File: src/rtl/core/nclc_pkg.sv
// ---------------------------------------------------------------------------
// nclc_pkg
// Shared constants and types for the nearest center search block: default
// sizes, register indexes, and the command and status groups that pass
// between the controller and the datapath.
// ---------------------------------------------------------------------------
package nclc_pkg;

    // Default sizes for the top level parameters.
    localparam int DEF_MAX_CENTERS = 64;
    localparam int DEF_COORD_BITS  = 10;

    // Fixed field widths of the ports.
    localparam int CFG_DATA_W  = 16;
    localparam int CFG_INDEX_W = 2;
    localparam int SLOT_W      = 6;
    localparam int POS_W       = 10;
    localparam int COUNT_W     = 7;
    localparam int MONEY_W     = 16;
    localparam int ID_W        = 7;
    localparam int DIST_OUT_W  = 11;

    // Configuration register indexes.
    localparam logic [CFG_INDEX_W-1:0] REG_CENTER_COUNT = 2'd0;
    localparam logic [CFG_INDEX_W-1:0] REG_PRICE        = 2'd1;
    localparam logic [CFG_INDEX_W-1:0] REG_UNIT_COST    = 2'd2;

    // Item function codes.
    localparam logic FUNC_LOAD  = 1'b0;
    localparam logic FUNC_QUERY = 1'b1;

    // Commands from the controller to the datapath.
    typedef struct packed {
        logic load;         // write the incoming center into the table
        logic query_start;  // capture the query point and the search limit
        logic scan_rd;      // read the next table entry
        logic cost_mul;     // form unit_cost times the best distance
        logic finish;       // register the result and raise the strobe
    } nclc_cmd_t;

    // Status from the datapath to the controller.
    typedef struct packed {
        logic last_rd;      // the read address points at the last entry
    } nclc_status_t;

endpackage

File: src/rtl/core/nearest_center_l1_with_cost_check.sv
// ---------------------------------------------------------------------------
// nearest_center_l1_with_cost_check
// Nearest center search by Manhattan distance over a loaded table, with a
// check of distance cost against a price.
// ---------------------------------------------------------------------------
// A load item (func 0) writes one center into the table at the edge that
// accepts it and gives no result; busy stays low, so loads may follow each
// other in every cycle. A query item (func 1) raises busy and searches N
// centers (N is center_count, clamped to 1..MAX_CENTERS) through the single
// table read port and distance unit, which visit one center per cycle; it
// then compares the last center, forms the cost product and registers the
// result, which is shown with done high. The result transfer happens in the
// single cycle in which done is high; there is no way to hold it off, so the
// receiver must take it then. A new item may be started in that same cycle.
// Table entries hold nothing until loaded: every entry a query searches must
// have been loaded first. Configuration must be written only while busy is
// low and no result is pending; the block itself does not enforce this.
// ---------------------------------------------------------------------------
module nearest_center_l1_with_cost_check
    import nclc_pkg::*;
#(
    parameter int MAX_CENTERS = DEF_MAX_CENTERS,
    parameter int COORD_BITS  = DEF_COORD_BITS
)
(
    input  logic                   clk,
    input  logic                   rst_n,
    input  logic                   cfg_we,
    input  logic [CFG_INDEX_W-1:0] cfg_index,
    input  logic [CFG_DATA_W-1:0]  cfg_data,
    input  logic                   start,
    output logic                   busy,
    input  logic                   func,
    input  logic [SLOT_W-1:0]      slot,
    input  logic [POS_W-1:0]       pos_x,
    input  logic [POS_W-1:0]       pos_y,
    output logic                   done,
    output logic [ID_W-1:0]        center_id,
    output logic [DIST_OUT_W-1:0]  best_distance
);

    nclc_cmd_t    cmd;
    nclc_status_t status;

    // Sequencing of items and scan steps.
    nclc_ctrl u_ctrl (
        .clk    (clk),
        .rst_n  (rst_n),
        .start  (start),
        .func   (func),
        .status (status),
        .busy   (busy),
        .cmd    (cmd)
    );

    // Table, distance unit, cost check and result registers.
    nclc_datapath #(
        .MAX_CENTERS (MAX_CENTERS),
        .COORD_BITS  (COORD_BITS)
    ) u_datapath (
        .clk           (clk),
        .rst_n         (rst_n),
        .cmd           (cmd),
        .status        (status),
        .cfg_we        (cfg_we),
        .cfg_index     (cfg_index),
        .cfg_data      (cfg_data),
        .slot          (slot),
        .pos_x         (pos_x),
        .pos_y         (pos_y),
        .done          (done),
        .center_id     (center_id),
        .best_distance (best_distance)
    );

endmodule

File: src/rtl/core/nclc_ctrl.sv
// ---------------------------------------------------------------------------
// nclc_ctrl
// Controller for the nearest center search. Accepts load and query items,
// steps a query through the table scan, the cost multiply and the result
// transfer.
// ---------------------------------------------------------------------------
module nclc_ctrl
    import nclc_pkg::*;
(
    input  logic         clk,
    input  logic         rst_n,
    input  logic         start,
    input  logic         func,
    input  nclc_status_t status,
    output logic         busy,
    output nclc_cmd_t    cmd
);

    typedef enum logic [2:0] {
        ST_IDLE,
        ST_SCAN,
        ST_DRAIN,
        ST_MUL,
        ST_FINISH
    } state_t;

    state_t state_reg;
    logic   accept;

    // An item is taken only while no query is in progress.
    assign busy   = (state_reg != ST_IDLE);
    assign accept = start && (state_reg == ST_IDLE);

    // Commands decoded from the current state.
    always_comb
    begin
        cmd             = '0;
        cmd.load        = accept && (func == FUNC_LOAD);
        cmd.query_start = accept && (func == FUNC_QUERY);
        cmd.scan_rd     = (state_reg == ST_SCAN);
        cmd.cost_mul    = (state_reg == ST_MUL);
        cmd.finish      = (state_reg == ST_FINISH);
    end

    // State register.
    always_ff @(posedge clk or negedge rst_n)
    begin
        if (!rst_n)
        begin
            state_reg <= ST_IDLE;
        end
        else
        begin
            unique case (state_reg)
                ST_IDLE:
                begin
                    if (accept && (func == FUNC_QUERY))
                    begin
                        state_reg <= ST_SCAN;
                    end
                end
                ST_SCAN:
                begin
                    if (status.last_rd)
                    begin
                        state_reg <= ST_DRAIN;
                    end
                end
                ST_DRAIN:
                begin
                    state_reg <= ST_MUL;
                end
                ST_MUL:
                begin
                    state_reg <= ST_FINISH;
                end
                ST_FINISH:
                begin
                    state_reg <= ST_IDLE;
                end
                default:
                begin
                    state_reg <= ST_IDLE;
                end
            endcase
        end
    end

endmodule

File: src/rtl/core/nclc_datapath.sv
// ---------------------------------------------------------------------------
// nclc_datapath
// Datapath for the nearest center search: configuration registers, the
// center table, one distance and compare unit that walks the table, the
// cost multiplier and the result registers.
// ---------------------------------------------------------------------------
module nclc_datapath
    import nclc_pkg::*;
#(
    parameter int MAX_CENTERS = DEF_MAX_CENTERS,
    parameter int COORD_BITS  = DEF_COORD_BITS
)
(
    input  logic                   clk,
    input  logic                   rst_n,
    input  nclc_cmd_t              cmd,
    output nclc_status_t           status,
    input  logic                   cfg_we,
    input  logic [CFG_INDEX_W-1:0] cfg_index,
    input  logic [CFG_DATA_W-1:0]  cfg_data,
    input  logic [SLOT_W-1:0]      slot,
    input  logic [POS_W-1:0]       pos_x,
    input  logic [POS_W-1:0]       pos_y,
    output logic                   done,
    output logic [ID_W-1:0]        center_id,
    output logic [DIST_OUT_W-1:0]  best_distance
);

    localparam int IDX_W = (MAX_CENTERS > 1) ? $clog2(MAX_CENTERS) : 1;
    localparam int DW    = COORD_BITS + 1;
    localparam int PW    = MONEY_W + DW;
    localparam int ENT_W = 2 * COORD_BITS;

    // Configuration registers.
    logic [COUNT_W-1:0] count_reg;
    logic [MONEY_W-1:0] price_reg;
    logic [MONEY_W-1:0] unit_cost_reg;

    // Center table, x in the upper half and y in the lower half.
    logic [ENT_W-1:0] table_mem [MAX_CENTERS];
    logic [ENT_W-1:0] rd_data_reg;

    // Scan control.
    logic [IDX_W-1:0]      rd_addr_reg;
    logic [IDX_W-1:0]      cmp_idx_reg;
    logic [IDX_W-1:0]      last_idx_reg;
    logic                  rd_valid_reg;
    logic                  first_reg;
    logic [COORD_BITS-1:0] qx_reg;
    logic [COORD_BITS-1:0] qy_reg;

    // Running best.
    logic [DW-1:0]         best_d_reg;
    logic [IDX_W-1:0]      best_idx_reg;
    logic [COORD_BITS-1:0] best_x_reg;
    logic [COORD_BITS-1:0] best_y_reg;

    // Cost and result.
    logic [PW-1:0]         prod_reg;
    logic                  done_reg;
    logic [ID_W-1:0]       center_id_reg;
    logic [DIST_OUT_W-1:0] best_distance_reg;

    logic [31:0]           lim_ext;
    logic [31:0]           last_ext;
    logic                  slot_ok;
    logic [COORD_BITS-1:0] cx;
    logic [COORD_BITS-1:0] cy;
    logic [COORD_BITS-1:0] dx;
    logic [COORD_BITS-1:0] dy;
    logic [DW-1:0]         cand_dist;
    logic                  take;
    logic [IDX_W:0]        id_sum;

    // Search limit: a count of zero acts as one, a count above the table
    // size acts as the table size.
    always_comb
    begin
        priority if (count_reg == '0)
        begin
            lim_ext = 32'd1;
        end
        else if (32'(count_reg) > 32'(MAX_CENTERS))
        begin
            lim_ext = 32'(MAX_CENTERS);
        end
        else
        begin
            lim_ext = 32'(count_reg);
        end
        last_ext = lim_ext - 32'd1;
    end

    assign slot_ok = (32'(slot) < 32'(MAX_CENTERS));

    // Configuration writes.
    always_ff @(posedge clk or negedge rst_n)
    begin
        if (!rst_n)
        begin
            count_reg     <= COUNT_W'(1);
            price_reg     <= '0;
            unit_cost_reg <= '0;
        end
        else if (cfg_we)
        begin
            if (cfg_index == REG_CENTER_COUNT)
            begin
                count_reg <= cfg_data[COUNT_W-1:0];
            end
            if (cfg_index == REG_PRICE)
            begin
                price_reg <= cfg_data[MONEY_W-1:0];
            end
            if (cfg_index == REG_UNIT_COST)
            begin
                unit_cost_reg <= cfg_data[MONEY_W-1:0];
            end
        end
    end

    // Table write port and registered read port.
    always_ff @(posedge clk)
    begin
        if (cmd.load && slot_ok)
        begin
            table_mem[IDX_W'(slot)] <= {COORD_BITS'(pos_x), COORD_BITS'(pos_y)};
        end
        if (cmd.scan_rd)
        begin
            rd_data_reg <= table_mem[rd_addr_reg];
        end
    end

    assign status.last_rd = (rd_addr_reg == last_idx_reg);

    // Distance of the entry just read and the tie order against the best.
    assign cx        = rd_data_reg[ENT_W-1:COORD_BITS];
    assign cy        = rd_data_reg[COORD_BITS-1:0];
    assign dx        = (qx_reg > cx) ? (qx_reg - cx) : (cx - qx_reg);
    assign dy        = (qy_reg > cy) ? (qy_reg - cy) : (cy - qy_reg);
    assign cand_dist = DW'(dx) + DW'(dy);

    always_comb
    begin
        priority if (first_reg || (cand_dist < best_d_reg))
        begin
            take = 1'b1;
        end
        else if (cand_dist == best_d_reg)
        begin
            take = (cx < best_x_reg) || ((cx == best_x_reg) && (cy < best_y_reg));
        end
        else
        begin
            take = 1'b0;
        end
    end

    // Scan address and read valid tracking.
    always_ff @(posedge clk or negedge rst_n)
    begin
        if (!rst_n)
        begin
            rd_valid_reg <= 1'b0;
            first_reg    <= 1'b0;
            rd_addr_reg  <= '0;
        end
        else
        begin
            rd_valid_reg <= cmd.scan_rd;
            if (cmd.query_start)
            begin
                rd_addr_reg <= '0;
                first_reg   <= 1'b1;
            end
            else
            begin
                if (cmd.scan_rd)
                begin
                    rd_addr_reg <= rd_addr_reg + IDX_W'(1);
                end
                if (rd_valid_reg)
                begin
                    first_reg <= 1'b0;
                end
            end
        end
    end

    // Query capture and running best update.
    always_ff @(posedge clk)
    begin
        if (cmd.query_start)
        begin
            qx_reg       <= COORD_BITS'(pos_x);
            qy_reg       <= COORD_BITS'(pos_y);
            last_idx_reg <= IDX_W'(last_ext);
        end
        if (cmd.scan_rd)
        begin
            cmp_idx_reg <= rd_addr_reg;
        end
        if (rd_valid_reg && take)
        begin
            best_d_reg   <= cand_dist;
            best_idx_reg <= cmp_idx_reg;
            best_x_reg   <= cx;
            best_y_reg   <= cy;
        end
        if (cmd.cost_mul)
        begin
            prod_reg <= PW'(unit_cost_reg) * PW'(best_d_reg);
        end
    end

    // Result registers; the strobe stands for one cycle.
    assign id_sum = {1'b0, best_idx_reg} + (IDX_W + 1)'(1);

    always_ff @(posedge clk or negedge rst_n)
    begin
        if (!rst_n)
        begin
            done_reg <= 1'b0;
        end
        else
        begin
            done_reg <= cmd.finish;
        end
    end

    always_ff @(posedge clk)
    begin
        if (cmd.finish)
        begin
            center_id_reg     <= (prod_reg > PW'(price_reg)) ? '0 : ID_W'(id_sum);
            best_distance_reg <= DIST_OUT_W'(best_d_reg);
        end
    end

    assign done          = done_reg;
    assign center_id     = center_id_reg;
    assign best_distance = best_distance_reg;

endmodule

File: config.mk
export PLATFORM = sky130hd
export DESIGN_NAME = nearest_center_l1_with_cost_check
export DESIGN_NICKNAME = d
export VERILOG_FILES = /design/src/rtl/core/nclc_pkg.sv /design/src/rtl/core/nearest_center_l1_with_cost_check.sv /design/src/rtl/core/nclc_ctrl.sv /design/src/rtl/core/nclc_datapath.sv
export SDC_FILE = /design/constraint.sdc
export NUM_CORES = 2
export LEC_CHECK = 0
export ABC_AREA = 0
export BUFFER_PORTS_ARGS = -buffer_cell sky130_fd_sc_hd__buf_2
export CORE_ASPECT_RATIO = 0.5
export CORE_UTILIZATION = 35
export DETAILED_ROUTE_END_ITERATION = 10
export MAX_ROUTING_LAYER = met4
export PLACE_DENSITY_LB_ADDON = 0.12
export SETUP_SLACK_MARGIN = 0.02
export SLEW_MARGIN = 10
export SYNTH_ARGS = -nofsm -noshare
export SYNTH_HDL_FRONTEND = slang
export SYNTH_HIERARCHICAL = 1
export SYNTH_SLANG_ARGS = --single-unit
File: constraint.sdc
create_clock -name clk -period 5.8 [get_ports clk]
set_clock_uncertainty 0.2 [all_clocks]
set_input_delay 0.87 -clock clk [delete_from_list [all_inputs] [get_ports clk]]
set_output_delay 0.87 -clock clk [all_outputs]
set_load 0.01 [all_outputs]
==> results.json <==
{
  "dieArea_um2": 186000,
  "worst_pin_slew_ns": 1.07,
  "port_buffers": 68,
  "crit_arrival_ns": 5.99,
  "wirelength_mm": 168,
  "largest_reg_flops": 1280,
  "drv_cap": 0,
  "yosys.area_share.adder": 0.0719,
  "cts_buffers": 149,
  "start_util": 0.355,
  "cpMaxStageDelayCell": "o41a_4",
  "placed_area_um2": 68500,
  "path_clk_slew_ns": 0.06,
  "cp_top_family": "compound AO/OA/AOI/OAI gates",
  "synth.area.top_cells": "edfxtp_1, mux4_2, fa_1, mux2i_1, ha_1",
  "hp-class": "in2async",
  "fin_crit_ns": 5.70,
  "antenna_found_initial": 12,
  "max_freq_ghz": 0.176,
  "fp-row-count": 110,
  "seq_area_frac_synth": 0.679,
  "syn_nets": 4066,
  "track_usage": 0.185,
  "clk-insertion-delay-late_ns": 0.79,
  "cts_tree": "done",
  "whs_ns": 0.0909,
  "die_w_um": 609,
  "fillers": 16400,
  "synth_compound_area_frac": 0.0414,
  "async_reset_ff_frac": 0.0348,
  "drive_gt1_frac": 0.216,
  "cp_max_fo": 7,
  "slew_violations": 0,
  "die_h_um": 305,
  "netlist_area_um2": 64400,
  "ys_types": 80,
  "clkSinkCount": 1465,
  "critPathBufInv": 4,
  "avgViaCountPerCell": 5.18,
  "crit_required_ns": 6.10,
  "yosysTopAreaCell": "edfxtp_1",
  "synth-seq-cells": 1465,
  "rsz0062_at_grt": "yes",
  "areaGrowthSynthToFinish_pct": 14.0,
  "synth-simple-area-share": 0.0408,
  "synth.avg_cell_area_um2": 17.3,
  "grt_pass1_wl_mm": 242,
  "nNetsFinal": 4301,
  "regArea_um2": 43800,
  "vias": 33500,
  "syn_inst": 3725,
  "stdcell_area_um2": 73400,
  "synth_edf_count": 1414,
  "cts_root_buf": "clkbuf_16",
  "yosys_warnings": 6,
  "ys_top_cells_by_count": "edfxtp_1, mux2i_1, mux4_2",
  "synth_top_family_by_area": "multiplexers",
  "coreArea_um2": 181000,
  "dpl.hpwl_mm": 103,
  "status": "completed",
  "synth_ff_type": "edfxtp_1",
  "grt_max_degree": 75,
  "yosys.cell_count.top_type": "edfxtp_1",
  "io_pins": 69,
  "critPathMaxStageDelay_ns": 0.54,
  "hold_viol_final": 0,
  "slew_headroom": 0.287,
  "gp_congestion": 0.823,
  "drc": 0,
  "grt_overflow_total": 0,
  "start_kind": "flop",
  "htreeDepth": 4,
  "synthMuxAreaShare": 0.131,
  "fin_util": 0.405,
  "first_global_vias": 34400,
  "firstDrtPassIters": 6,
  "endpoint_kind": "flop",
  "path_class": "reg2reg",
  "yosys.area.top_type_share": 0.659,
  "ctsLongestPathBuffers": 4,
  "ant_nets": 0,
  "finalSetupViolCount": 0,
  "period_share": 0.982,
  "wire_per_inst_um": 26.0,
  "synthXorXnorAreaFrac": 0.00816,
  "multiInputGateArea_um2": 19300,
  "drt_iter0_markers": 2585
}
-- final timing paths --
check | start | endpoint | slack [ns] | cells after the start
worst min-delay path | rst_n | u_datapath/unit_cost_reg[9]$_DFFE_PN0P_ | 0.09 | 2
max in group asynchronous | rst_n | u_datapath/rd_addr_reg[2]$_DFFE_PN0P_ | 4.70 | 2
worst max-delay path | u_datapath/qy_reg[0]$_DFFE_PP_ | u_datapath/best_d_reg[10]$_DFFE_PP_ | 0.10 | 25
min in group clk | start | u_ctrl/state_reg[0]$_DFFE_PN0P_ | 0.18 | 3
worst max register to register | u_datapath/qy_reg[0]$_DFFE_PP_ | u_datapath/best_d_reg[10]$_DFFE_PP_ | 0.10 | 25
worst min register to register | u_datapath/cmp_idx_reg[2]$_DFFE_PP_ | u_datapath/best_idx_reg[2]$_DFFE_PP_ | 0.22 | 0
-- placed cells by master (no fill, tap or decap), types with 42 or more instances in the layout --
cell | netlist | routed
a21o_1 | 42 | 42
a21oi_1 | 101 | 97
and2_1 | 72 | 71
buf_2 | 31 | 68
buf_4 | 28 | 180
clkbuf_16 | 0 | 156
edfxtp_1 | 1414 | 1414
fa_1 | 130 | 128
ha_1 | 162 | 154
inv_1 | 232 | 230
mux2i_1 | 250 | 248
mux4_2 | 244 | 244
nand2_1 | 188 | 184
nor2_2 | 0 | 56
nor3_1 | 72 | 67
o21ai_0 | 74 | 72
o22ai_1 | 58 | 58
-- cells by family after synthesis --
family / Yosys count
XOR/XNOR: 60
multiplexers: 535
AND/OR/NAND/NOR: 545
buffers and inverters: 412
flip-flops: 1465
adder cells (fa/ha/maj): 292
AO/OA/AOI/OAI: 416
-- per-stage QoR --
stage / instances / setup slack [ns] / setup TNS (ns)
after floorplan: 3725 / 0.112 / 0
after global placement: 6192 / 0.0552 / 0
after detailed placement: 6192 / 0.0468 / 0
after CTS: 6439 / 0.0501 / 0
after global routing: 6464 / -0.121 / -3.81
final: 6470 / 0.104 / 0
-- timing repair --
| action | 4_1_cts | 5_1_grt |
|---|---|---|
| buffers inserted | 0 | 21 |
| pin swaps | 0 | 23 |
| cloned | 0 | 4 |
| hold buffers | 0 | 0 |
| endpoints found under the setup margin | 18 | 43 |
| gates resized for setup | 1 | 49 |
-- area by class of cell --
class / instances / area share
Sequential cell: 1465 / 0.596
Multi-Input combinational cell: 1848 / 0.262
Clock buffer: 180 / 0.0537
Tap cell: 2408 / 0.0410
Timing Repair Buffer: 264 / 0.0272
Inverter: 232 / 0.0119
Clock inverter: 67 / 0.00769
Antenna cell: 6 / 0.000204
-- per-layer routing --
| layer | GRT usage | vias up | part of all wire |
|---|---|---|---|
| met5 | - | - | 0 |
| met4 | 0.0341 | 0 | 0.016 |
| met3 | 0.0272 | 186 | 0.046 |
| met2 | 0.294 | 748 | 0.47 |
| met1 | 0.255 | 17700 | 0.46 |
| li1 | - | 14900 | - |
Power is left out: the tool's default activity adds up to more than one toggle a clock period on the data nets, which glitch-free logic cannot reach.
